## config.mk

```make
export PLATFORM = sky130hd
export DESIGN_NAME = fractal_value_noise_2d
export DESIGN_NICKNAME = d
export VERILOG_FILES = /design/src/rtl/fvn_pkg.sv /design/src/rtl/fvn_div.sv /design/src/rtl/fractal_value_noise_2d.sv
export SDC_FILE = /design/constraint.sdc
export NUM_CORES = 2
export LEC_CHECK = 0
export BUFFER_PORTS_ARGS = -buffer_cell sky130_fd_sc_hd__buf_2
export CAP_MARGIN = 20
export CORE_MARGIN = 2
export CORE_UTILIZATION = 54
export DETAILED_ROUTE_END_ITERATION = 10
export GPL_TIMING_DRIVEN = 0
export PLACE_DENSITY_LB_ADDON = 0.12
export RECOVER_POWER = 25
export SETUP_SLACK_MARGIN = 0.5
export SYNTH_ARGS = -nofsm -noshare
export SYNTH_HDL_FRONTEND = slang
export SYNTH_SLANG_ARGS = --single-unit
```

## constraint.sdc

```tcl
create_clock -name clk -period 12.9 [get_ports clk]
set_input_delay 2.58 -clock clk [delete_from_list [all_inputs] [get_ports clk]]
set_output_delay 2.58 -clock clk [all_outputs]
set_load 0.05 [all_outputs]
```

## src/rtl/fvn_pkg.sv

```systemverilog
`default_nettype none
// ----------------------------------------------------------------------------
// fvn_pkg
// Shared types and constants for the fractal value noise block.
// ----------------------------------------------------------------------------
package fvn_pkg;

  localparam int MAX_OCTAVES = 8;
  localparam int OCT_W       = $clog2(MAX_OCTAVES + 1);

  localparam logic [2:0] REG_OCTAVE_COUNT   = 3'd0;
  localparam logic [2:0] REG_PERSISTENCE    = 3'd1;
  localparam logic [2:0] REG_BASE_X_FREQ    = 3'd2;
  localparam logic [2:0] REG_BASE_Y_FREQ    = 3'd3;
  localparam logic [2:0] REG_BASE_AMPLITUDE = 3'd4;

  localparam logic [31:0] HASH_MUL_Y   = 32'd57;
  localparam logic [31:0] HASH_K1      = 32'd15731;
  localparam logic [31:0] HASH_K2      = 32'd789221;
  localparam logic [31:0] HASH_K3      = 32'd1376312589;
  localparam logic [31:0] FP_ONE       = 32'd65536;

  typedef struct packed {
    logic signed [31:0] x_coord;
    logic signed [31:0] y_coord;
  } sample_t;

  typedef struct packed {
    logic signed [31:0] noise_value;
    logic               zero_weight;
  } noise_t;

  // shared multiplier operation select
  localparam logic [1:0] MUL_FIX  = 2'd0;  // signed, asr 16
  localparam logic [1:0] MUL_WRAP = 2'd1;  // low 32 bits

endpackage
`default_nettype wire

```

## src/rtl/fvn_div.sv

```systemverilog
`default_nettype none
// ----------------------------------------------------------------------------
// fvn_div
// Radix-2 restoring signed divider, 48-bit dividend by 32-bit divisor,
// one quotient bit per cycle, truncated toward zero.
// ----------------------------------------------------------------------------
module fvn_div (
  input  wire logic               clk,
  input  wire logic               rst,
  input  wire logic               start,
  input  wire logic signed [31:0] num_hi,
  input  wire logic signed [31:0] den,
  output logic                    done,
  output logic             [31:0] quot
);
  import fvn_pkg::*;

  logic [47:0] dvd;
  logic [31:0] dsr;
  logic [32:0] rem;
  logic [5:0]  cnt;
  logic        neg;
  logic        busy;
  logic [32:0] trial;

  assign trial = {rem[31:0], dvd[47]} - {1'b0, dsr};

  always_ff @(posedge clk) begin
    if (rst) begin
      busy <= 1'b0;
      done <= 1'b0;
    end else begin
      done <= 1'b0;
      if (start) begin
        busy <= 1'b1;
        cnt  <= 6'd0;
        rem  <= '0;
        neg  <= num_hi[31] ^ den[31];
        dvd  <= num_hi[31] ? -{num_hi, 16'h0} : {num_hi, 16'h0};
        dsr  <= den[31] ? -den : den;
      end else if (busy) begin
        if (!trial[32]) begin
          rem <= trial;
          dvd <= {dvd[46:0], 1'b1};
        end else begin
          rem <= {rem[31:0], dvd[47]};
          dvd <= {dvd[46:0], 1'b0};
        end
        cnt <= cnt + 6'd1;
        if (cnt == 6'd47) begin
          busy <= 1'b0;
          done <= 1'b1;
        end
      end
    end
  end

  assign quot = neg ? -dvd[31:0] : dvd[31:0];

endmodule
`default_nettype wire

```

## src/rtl/fractal_value_noise_2d.sv

```systemverilog
`default_nettype none
// ----------------------------------------------------------------------------
// fractal_value_noise_2d
// Fractal 2-D value noise over up to eight octaves.
//
// A sample beat on in_* carries a signed 16.16 coordinate pair. One
// result beat on out_* carries the normalized noise and a zero-weight
// flag. cfg_* writes a register by index; write only while idle.
// One 32x32 multiplier is shared under a sequencer: amplitude setup, then
// each octave (two coordinate scales, four corner hashes of four multiplies
// each, three blends, one weighting, one amplitude step), and a serial
// divider then yields the result beat. A zero amplitude sum skips the
// divider.
// in_stall is high from acceptance until the result is taken. While
// out_stall is high the result holds.
// Synchronous reset restores the register defaults and idles the block.
// ----------------------------------------------------------------------------
module fractal_value_noise_2d (
  input  wire logic             clk,
  input  wire logic             rst,
  input  wire logic             in_valid,
  output logic                  in_stall,
  input  wire fvn_pkg::sample_t in_data,
  output logic                  out_valid,
  input  wire logic             out_stall,
  output fvn_pkg::noise_t       out_data,
  input  wire logic             cfg_valid,
  output logic                  cfg_ready,
  input  wire logic [2:0]       cfg_index,
  input  wire logic [31:0]      cfg_data
);
  import fvn_pkg::*;

  localparam logic [2:0] S_IDLE = 3'd0;
  localparam logic [2:0] S_INIT = 3'd1;
  localparam logic [2:0] S_OCT  = 3'd2;
  localparam logic [2:0] S_DIVS = 3'd3;
  localparam logic [2:0] S_DIVW = 3'd4;
  localparam logic [2:0] S_OUT  = 3'd5;

  logic [3:0]  octave_count;
  logic [17:0] persistence;
  logic [30:0] base_x_freq, base_y_freq, base_amplitude;

  logic [2:0]  state;
  logic [4:0]  step;
  logic [OCT_W-1:0] oct, oct_lim;
  logic [31:0] xc, yc, xf, yf, amp, total, wsum;
  logic [31:0] sx, sy, ix, iy, n, t, c00, c10, c01, c11, lo, hi;
  logic [1:0]  corner;

  logic [31:0] ma, mb;
  logic [1:0]  mop;
  logic signed [63:0] prod;
  logic [31:0] mres;

  logic        div_start, div_done;
  logic [31:0] div_q;

  assign cfg_ready = 1'b1;
  assign in_stall  = (state != S_IDLE);
  assign out_valid = (state == S_OUT);

  always_ff @(posedge clk) begin
    if (rst) begin
      octave_count   <= 4'd4;
      persistence    <= 18'd32768;
      base_x_freq    <= 31'd65536;
      base_y_freq    <= 31'd65536;
      base_amplitude <= 31'd65536;
    end else if (cfg_valid) begin
      case (cfg_index)
        REG_OCTAVE_COUNT:   octave_count   <= cfg_data[3:0];
        REG_PERSISTENCE:    persistence    <= cfg_data[17:0];
        REG_BASE_X_FREQ:    base_x_freq    <= cfg_data[30:0];
        REG_BASE_Y_FREQ:    base_y_freq    <= cfg_data[30:0];
        REG_BASE_AMPLITUDE: base_amplitude <= cfg_data[30:0];
        default: ;
      endcase
    end
  end

  // corner coordinates
  logic [31:0] cx, cy;
  assign cx = ix + {31'd0, corner[0]};
  assign cy = iy + {31'd0, corner[1]};

  // operand selection for the shared multiplier
  always_comb begin
    ma  = '0;
    mb  = '0;
    mop = MUL_FIX;
    if (state == S_INIT) begin
      ma = {1'b0, base_amplitude};
      mb = {14'd0, persistence};
    end else begin
      case (step)
        5'd0:  begin ma = xc; mb = xf; end
        5'd1:  begin ma = yc; mb = yf; end
        5'd2:  begin ma = cy; mb = HASH_MUL_Y; mop = MUL_WRAP; end
        5'd3:  begin ma = n; mb = n; mop = MUL_WRAP; end
        5'd4:  begin ma = t; mb = HASH_K1; mop = MUL_WRAP; end
        5'd5:  begin ma = n; mb = t + HASH_K2; mop = MUL_WRAP; end
        5'd6:  begin ma = c10 - c00; mb = {16'd0, sx[15:0]}; end
        5'd7:  begin ma = c11 - c01; mb = {16'd0, sx[15:0]}; end
        5'd8:  begin ma = hi - lo; mb = {16'd0, sy[15:0]}; end
        5'd9:  begin ma = t; mb = amp; end
        5'd10: begin ma = amp; mb = {14'd0, persistence}; end
        default: ;
      endcase
    end
  end

  assign prod = $signed(ma) * $signed(mb);
  assign mres = (mop == MUL_FIX) ? prod[47:16] : prod[31:0];

  logic [31:0] nh;
  assign nh = (cx + mres) ^ ((cx + mres) << 13);

  logic [31:0] hash_v;
  logic [31:0] hfin;
  assign hfin   = (mres + HASH_K3) & 32'h7fffffff;
  assign hash_v = FP_ONE - {14'd0, hfin[31:14]};

  always_ff @(posedge clk) begin
    if (rst) begin
      state <= S_IDLE;
      step  <= '0;
    end else begin
      case (state)
        S_IDLE: if (in_valid) begin
          xc <= in_data.x_coord;
          yc <= in_data.y_coord;
          state <= S_INIT;
        end
        S_INIT: begin
          amp   <= mres;
          xf    <= {base_x_freq, 1'b0};
          yf    <= {base_y_freq, 1'b0};
          total <= '0;
          wsum  <= '0;
          oct   <= '0;
          oct_lim <= (octave_count > 4'(MAX_OCTAVES)) ? OCT_W'(MAX_OCTAVES)
                                                    : OCT_W'(octave_count);
          state <= (octave_count == 4'd0) ? S_DIVS : S_OCT;
          step  <= 5'd0;
        end
        S_OCT: begin
          case (step)
            5'd0: begin sx <= mres; ix <= {{16{mres[31]}}, mres[31:16]}; step <= 5'd1; end
            5'd1: begin
              sy <= mres; iy <= {{16{mres[31]}}, mres[31:16]};
              corner <= 2'd0; step <= 5'd2;
            end
            5'd2: begin n <= nh; step <= 5'd3; end
            5'd3: begin t <= mres; step <= 5'd4; end
            5'd4: begin t <= mres; step <= 5'd5; end
            5'd5: begin
              case (corner)
                2'd0: c00 <= hash_v;
                2'd1: c10 <= hash_v;
                2'd2: c01 <= hash_v;
                default: c11 <= hash_v;
              endcase
              corner <= corner + 2'd1;
              step <= (corner == 2'd3) ? 5'd6 : 5'd2;
            end
            5'd6: begin lo <= mres + c00; step <= 5'd7; end
            5'd7: begin hi <= mres + c01; step <= 5'd8; end
            5'd8: begin t <= mres + lo; step <= 5'd9; end
            5'd9: begin total <= total + mres; wsum <= wsum + amp; step <= 5'd10; end
            default: begin
              amp <= mres;
              xf  <= {xf[30:0], 1'b0};
              yf  <= {yf[30:0], 1'b0};
              step <= 5'd0;
              oct <= oct + OCT_W'(1);
              if (oct + OCT_W'(1) == oct_lim) state <= S_DIVS;
            end
          endcase
        end
        S_DIVS: state <= (wsum == 32'd0) ? S_OUT : S_DIVW;
        S_DIVW: if (div_done) state <= S_OUT;
        S_OUT: if (!out_stall) state <= S_IDLE;
        default: state <= S_IDLE;
      endcase
    end
  end

  assign div_start = (state == S_DIVS) && (wsum != 32'd0);

  fvn_div u_div (
    .clk    (clk),
    .rst    (rst),
    .start  (div_start),
    .num_hi (total),
    .den    (wsum),
    .done   (div_done),
    .quot   (div_q)
  );

  logic [31:0] res;
  logic        zw;
  always_ff @(posedge clk) begin
    if (state == S_DIVS) begin
      zw  <= (wsum == 32'd0);
      res <= '0;
    end else if (state == S_DIVW && div_done) begin
      res <= div_q;
    end
  end

  assign out_data.noise_value = res;
  assign out_data.zero_weight = zw;

endmodule
`default_nettype wire

```

# Yosys cells after proc, flatten, opt, wreduce, memory -nomap -nowiden
# Cells that the tools add are included.
# totals
regBits,831
in_bits,104
output_inout_bits,36
elab_cells,188
# classes
n_addsub,21
n_mul,1
order_cmp,1
eq_ne,30
mux,45
bitwise_logic,5
n_reduce_logical,46
# op_table
op,n
32-bit case mux with 2 select lines,6
32-bit two-way mux,11
32-bit case mux with 10 select lines,1
32-bit case mux with 9 select lines,1
32-bit adder,6
48-bit two-way mux,3
32-bit subtractor,3
32-bit negation,2
32-bit by 32-bit multiplier with 48-bit output,1
48-bit negation,1
4-bit case mux with 10 select lines,1
16-bit by 2-bit adder with 17-bit output,2
33-bit by 32-bit subtractor with 33-bit output,1
32-bit by 20-bit adder with 32-bit output (second input constant),1
32-bit logical NOT,1
32-bit nonzero test,1
32-bit XOR,1
31-bit adder (second input constant),1
31-bit two-way mux,1
3-bit AND reduction,10
5-bit by 3-bit equality test with 1-bit output (second input constant),4
3-bit two-way mux,6
3-bit case mux with 6 select lines,1
17-bit by 17-bit subtractor with 18-bit output (first input constant),1
other kinds (38),82

# Logic depth before layout (Yosys ltp)
# depth
ltp_word,9
depth_mapped,58
mapped_depth_nobuf,56

# Cells and area by module
# A second synthesis with hierarchy kept.
# unflattened
hier_cells,8217
area_unflattened_um2,76191.8
# by_module_without_submodules
mod,instances,cells_per_inst,area_each_um2,seq_area_each_um2
fractal_value_noise_2d,1,7363,67870.1,18007.3
fvn_div,1,854,8321.7,3613.5

# Worst setup path before layout
# OpenSTA, ideal clock, no wires.
# synth_path
path_type,register to register
from,reg c00[2]
to,"reg n[30], data pin"
setup_ns,0.260
t_arrival_ns,12.634
t_required_ns,12.640
path_slack_ns,0.007
stages_incl_launch_ff,53
path_buffers,2
synth_period_minus_slack_ns,12.893
path_cell_list,edfxtp_1 inv_1 ha_1 nor2b_1 o31a_1 nor4_1 o21bai_1 a311oi_1 o21ai_0 a21o_1 a21o_1 xnor2_1 nor2_1 or4_1 o21ai_1 clkbuf_1 nor2_1 fa_1 (+17 left out) o31a_1 o21bai_1 a21o_1 a21oi_1 xnor2_1 a21oi_1 inv_1 ha_1 or3_1 or3_1 or4_1 a311oi_1 o21ai_0 a21o_1 a21o_1 a21o_1 a21oi_1 xnor2_1
# synth_via
elab_chain_cells,7
# synth_rtl
item,line,rtl
"start, declared",fractal_value_noise_2d.sv:49,"logic [31:0] sx, sy, ix, iy, n, t, c00, c10, c01, c11, lo, hi;"
"start signal, assigned",fractal_value_noise_2d.sv:160,2'd0: c00 <= hash_v;
32-bit subtractor,fractal_value_noise_2d.sv:104,"5'd6: begin ma = c10 - c00; mb = {16'd0, sx[15:0]}; end"
32-bit case mux with 9 select lines,fractal_value_noise_2d.sv:97,case (step)
32-bit two-way mux,fractal_value_noise_2d.sv:93,if (state == S_INIT) begin
32-bit by 32-bit multiplier with 48-bit output,fractal_value_noise_2d.sv:114,assign prod = $signed(ma) * $signed(mb);
32-bit two-way mux,fractal_value_noise_2d.sv:115,assign mres = (mop == MUL_FIX) ? prod[47:16] : prod[31:0];
named net mres[17],fractal_value_noise_2d.sv:55,logic [31:0] mres;
32-bit adder,fractal_value_noise_2d.sv:118,assign nh = (cx + mres) ^ ((cx + mres) << 13);
32-bit XOR,fractal_value_noise_2d.sv:118,
named net nh[30],fractal_value_noise_2d.sv:117,logic [31:0] nh;
"end signal, assigned",fractal_value_noise_2d.sv:155,5'd2: begin n <= nh; step <= 5'd3; end
"end, declared",fractal_value_noise_2d.sv:49,
# The timed path passes the listed nets, and every way through them passes these cells.
# A chain may end at the register's enable or synchronous reset.

# Final worst setup path
# layout_path
from,reg step[2]
to,"reg n[30], data pin"
# layout_via
elab_chain_cells,8
word_cells_on_any_way,26
classes_between,add/sub (1); mul (1); eq/ne (10); mux (7); bitwise (1); reduce/logical (6)
# layout_rtl
item,line,rtl
"start, declared",fractal_value_noise_2d.sv:46,logic [4:0] step;
"start signal, assigned",fractal_value_noise_2d.sv:166,step <= (corner == 2'd3) ? 5'd6 : 5'd2;
"5-bit by 3-bit equality test with 1-bit output, or another cell as far along",fractal_value_noise_2d.sv:97,
2-bit OR reduction (no source line) or 4-bit OR reduction (tied branches),-,
"32-bit case mux with 10 select lines, or another cell as far along",fractal_value_noise_2d.sv:97,
32-bit two-way mux or 1-bit two-way mux (tied branches),fractal_value_noise_2d.sv:93,
32-bit by 32-bit multiplier with 48-bit output or 2-bit logical NOT (tied branches),"fractal_value_noise_2d.sv:114, fractal_value_noise_2d.sv:115",
32-bit two-way mux *,fractal_value_noise_2d.sv:115,
named net mres[17],fractal_value_noise_2d.sv:55,
32-bit adder *,fractal_value_noise_2d.sv:118,
32-bit XOR *,fractal_value_noise_2d.sv:118,
named net nh[30],fractal_value_noise_2d.sv:117,
# The timed path passes the listed nets; every way through them passes the cells marked *.

==> reports/summary.txt <==
Status: complete, but fails checks
Failing checks: max-capacitance violations, max-slew violations, negative setup slack
Nets@finish: 10212
EDFF count, synth: 616
Endpoints failing hold: 0
Hold path depth: 2
Post-Route Utilization: 65.5%
Reg2reg start: step[2]
Max incr delay on CP: 0.62 ns
RSZ-0062 raised after global routing: yes
Min Tclk post-route: 13.72 ns
H-tree Lvls: 3
Max-slew headroom: -83.7%
Yosys reg bits: 772
P&R area growth vs syn: 20.6%
Vias in the first global route: 64852
1st-iter DRT viols: 8271
Die area: 143000 um2
Placed cell count: 10194
Final Non-Filler Cells: 10761
M1 GR Usage: 57.7%
Crit Reg-Reg Endpoint: n[30]
Vias/cell: 6.26
Setup crit start kind: register
Die Span Y: 378 um
Arrival time at the worst endpoint: 14.22 ns
Initial antenna violation count: 37
Gr usage total: 45.1%
Via count: 67334
Post-route ant nets: 0
Routability Congestion: 1.04
Synth cell types: 125
Synthesized area per cell: 9.33 um2
Period utilisation layout: 106%
Overflow after GRT: 0
Post-Syn Instances: 8114
Register-to-register path setup slack: -0.82 ns
Setup WS pre-CTS: -5.17 ns
Initial Utilization: 54.3%
Clock Path Buffers: 3
Top_reg_cell synth: edfxtp_1
Mapped cell area: 75700 um2
Max Cap Viol: 3
Layout cell share with drive strength beyond 1: 17.9%
Asr flop ratio synth: 0%
Port-buffer cells: 137
Cell Rows: 137
Latest clock arrival within the worst-skew pair: 0.76 ns
Setup crit end kind: register
Total core area: 139000 um2
Die width: 378 um
Met2 Usage GRT: 65.6%
Gr busiest metal: met2
Number of iterations in the first detailed-routing pass: 11
Slew of the pin with the lowest slew margin: 2.75 ns
Synthesis Warnings: 0
Critical Path RT: 13.40 ns
Routed WL: 326000 um
Clock-pin slew on the worst setup and hold paths: 0.06 ns
Clk sink count: 772
Slew Limit Fails: 76
# IOs: 140
Hold buffer count at CTS: 0
Crit Path Max Fanout: 10
First-pass GRT wire length: 455000 um
DRC viols: 0
CTS tree: yes
Worst hold path endpoint: base_y_freq[4]
Worst hold start: base_y_freq[4]
Cts bufs inserted: 89
Root buf cell: clkbuf_16
Routed WL per cell: 30.3 um
Grt met3 use: 14.4%
Syn_nets: 9534
Post-DP HPWL: 253000 um
Sequential element share of the synthesized area: 28.6%
R2R depth: 53
Placed cell area: 80000 um2
Pin count of the biggest net entering global routing: 43
# setup viols final: 91
Hold Path Class: register to register
Final setup margin: -0.824 ns
Design area: 91300 um2
Crit Path Class: register to register
Setup Skew: 0.0910 ns
Slowest library cell on the worst path: fa_2
Top achievable clock speed: 72.9 MHz
==> metrics by stage <==
step	hold slack (ns)	TNS, ns
floorplan	0.432	0
global placement	0.438	-1620.37
detailed placement	0.447	-911.64
CTS	0.456	-3.89
global route	0.475	-50.92
finish	0.456	-32.17
==> how the worst max path moves through the flow <==
| stage | startpoint | endpoint | slack, ns | cells after the start |
|---|---|---|---|---|
| floorplan | c00[2] | n[30] | 0.53 | 52 |
| global placement | step[3] | c00[16] | -7.59 | 43 |
| detailed placement | step[0] | c00[16] | -5.17 | 48 |
| CTS | c10[0] | n[30] | -0.46 | 56 |
| global route | c00[0] | n[30] | -0.97 | 56 |
| finish | step[2] | n[30] | -0.82 | 53 |
==> worst max-delay path, delay by kind of cell, from the launching register on <==
kind / cells / cell delay, ns
AOI/OAI and AO/OA: 19 / 3.61
and+or+nand+nor: 8 / 2.60
adders and majority gates: 10 / 4.55
buffers and inverters: 14 / 2.03
xor gates and xnor gates: 2 / 0.22
DFF: 1 / 0.39
==> cells in the final DEF, fill, tap and decap left out, types with 70 or more instances in the layout <==
cell type     n
nand2b_1    150
nand2_1    1008
fa_1        826
edfxtp_1    616
clkbuf_1    173
ha_1        404
nor2_1      838
clkbuf_16   101
nand3_1     133
a21oi_2      70
a21o_1       93
buf_6        85
o21ai_0     213
inv_1      1054
nor3_1       82
buf_2       142
a21oi_1     288
xor2_1      166
dfxtp_1     154
buf_4       310
xnor2_1     260
==> sequential cells by signal, indices dropped and copies added (netlist names), 31 cells and up <==
name	cells
n	32
total	32
yf	31
base_amplitude	31
t	32
xc	32
amp	32
u_div.dsr	32
hi	32
base_y_freq	31
yc	32
res	32
u_div.rem	32
base_x_freq	31
wsum	32
lo	32
u_div.dvd	48
xf	31
==> per-layer routing <==
metal	wire length, um	up-vias
met5	195	-
met3	42500	1156
met2	137000	4207
met4	26900	30
met1	120000	33574
li1	-	28367
==> layout make-up <==
type | instances | area (um2)
well taps | 1876 | 2350
plain buffers | 334 | 2100
diodes | 19 | 47.5
clock buffers | 123 | 2500
flip-flops and latches | 772 | 21600
clock inverters | 42 | 434
fillers | 11397 | 48100
inverters | 1082 | 4120
multi-input cells | 5927 | 53000
repair buffers | 586 | 5150
==> Yosys cell counts (33+ instances only) <==
cell      instances  share of area [%]
a22oi_1          35               0.35
edfxtp_1        616                 24
and2_1           56               0.46
dfxtp_1         156                4.1
nand2_1        1029                5.1
or2_2            58               0.48
a211oi_1         75               0.74
a222oi_1         59               0.78
o31ai_1          33               0.33
xnor2_1         292                3.4
o21ai_0         278                1.8
buf_1            35               0.17
o21bai_1         43               0.43
a21oi_1         387                2.6
and3_1           46               0.38
fa_1            849                 22
o21a_1           71               0.70
nor2b_1          65               0.54
or3_1            45               0.37
clkbuf_1        286                1.4
nor3_1          101               0.67
ha_1            467                7.7
nor2_1          884                4.4
a21o_1           94               0.93
o211ai_1         33               0.33
nand3_1         144               0.95
nand2b_1        155                1.3
xor2_1          177                2.0
inv_1          1077                5.3
==> what timing repair did <==
item,in CTS,in global routing
endpoints found under the setup margin,328,163
resized for setup,905,303
gates cloned,2,0
pin swaps,247,192
buffers inserted,282,95
==> cell families after synthesis <==
family,Yosys count,synth area share [%]
XOR/XNOR,474,5.57
multiplexers,31,0.435
adder cells (fa/ha/maj),1316,30.2
flip-flops,772,28.6
AO/OA/AOI/OAI,1372,12.1
AND/OR/NAND/NOR,2731,16.1
other,1,0.00495
buffers and inverters,1417,7.10
Power is not shown: default switching activity piles up to over one toggle a cycle in this logic, so the estimate is an artifact.
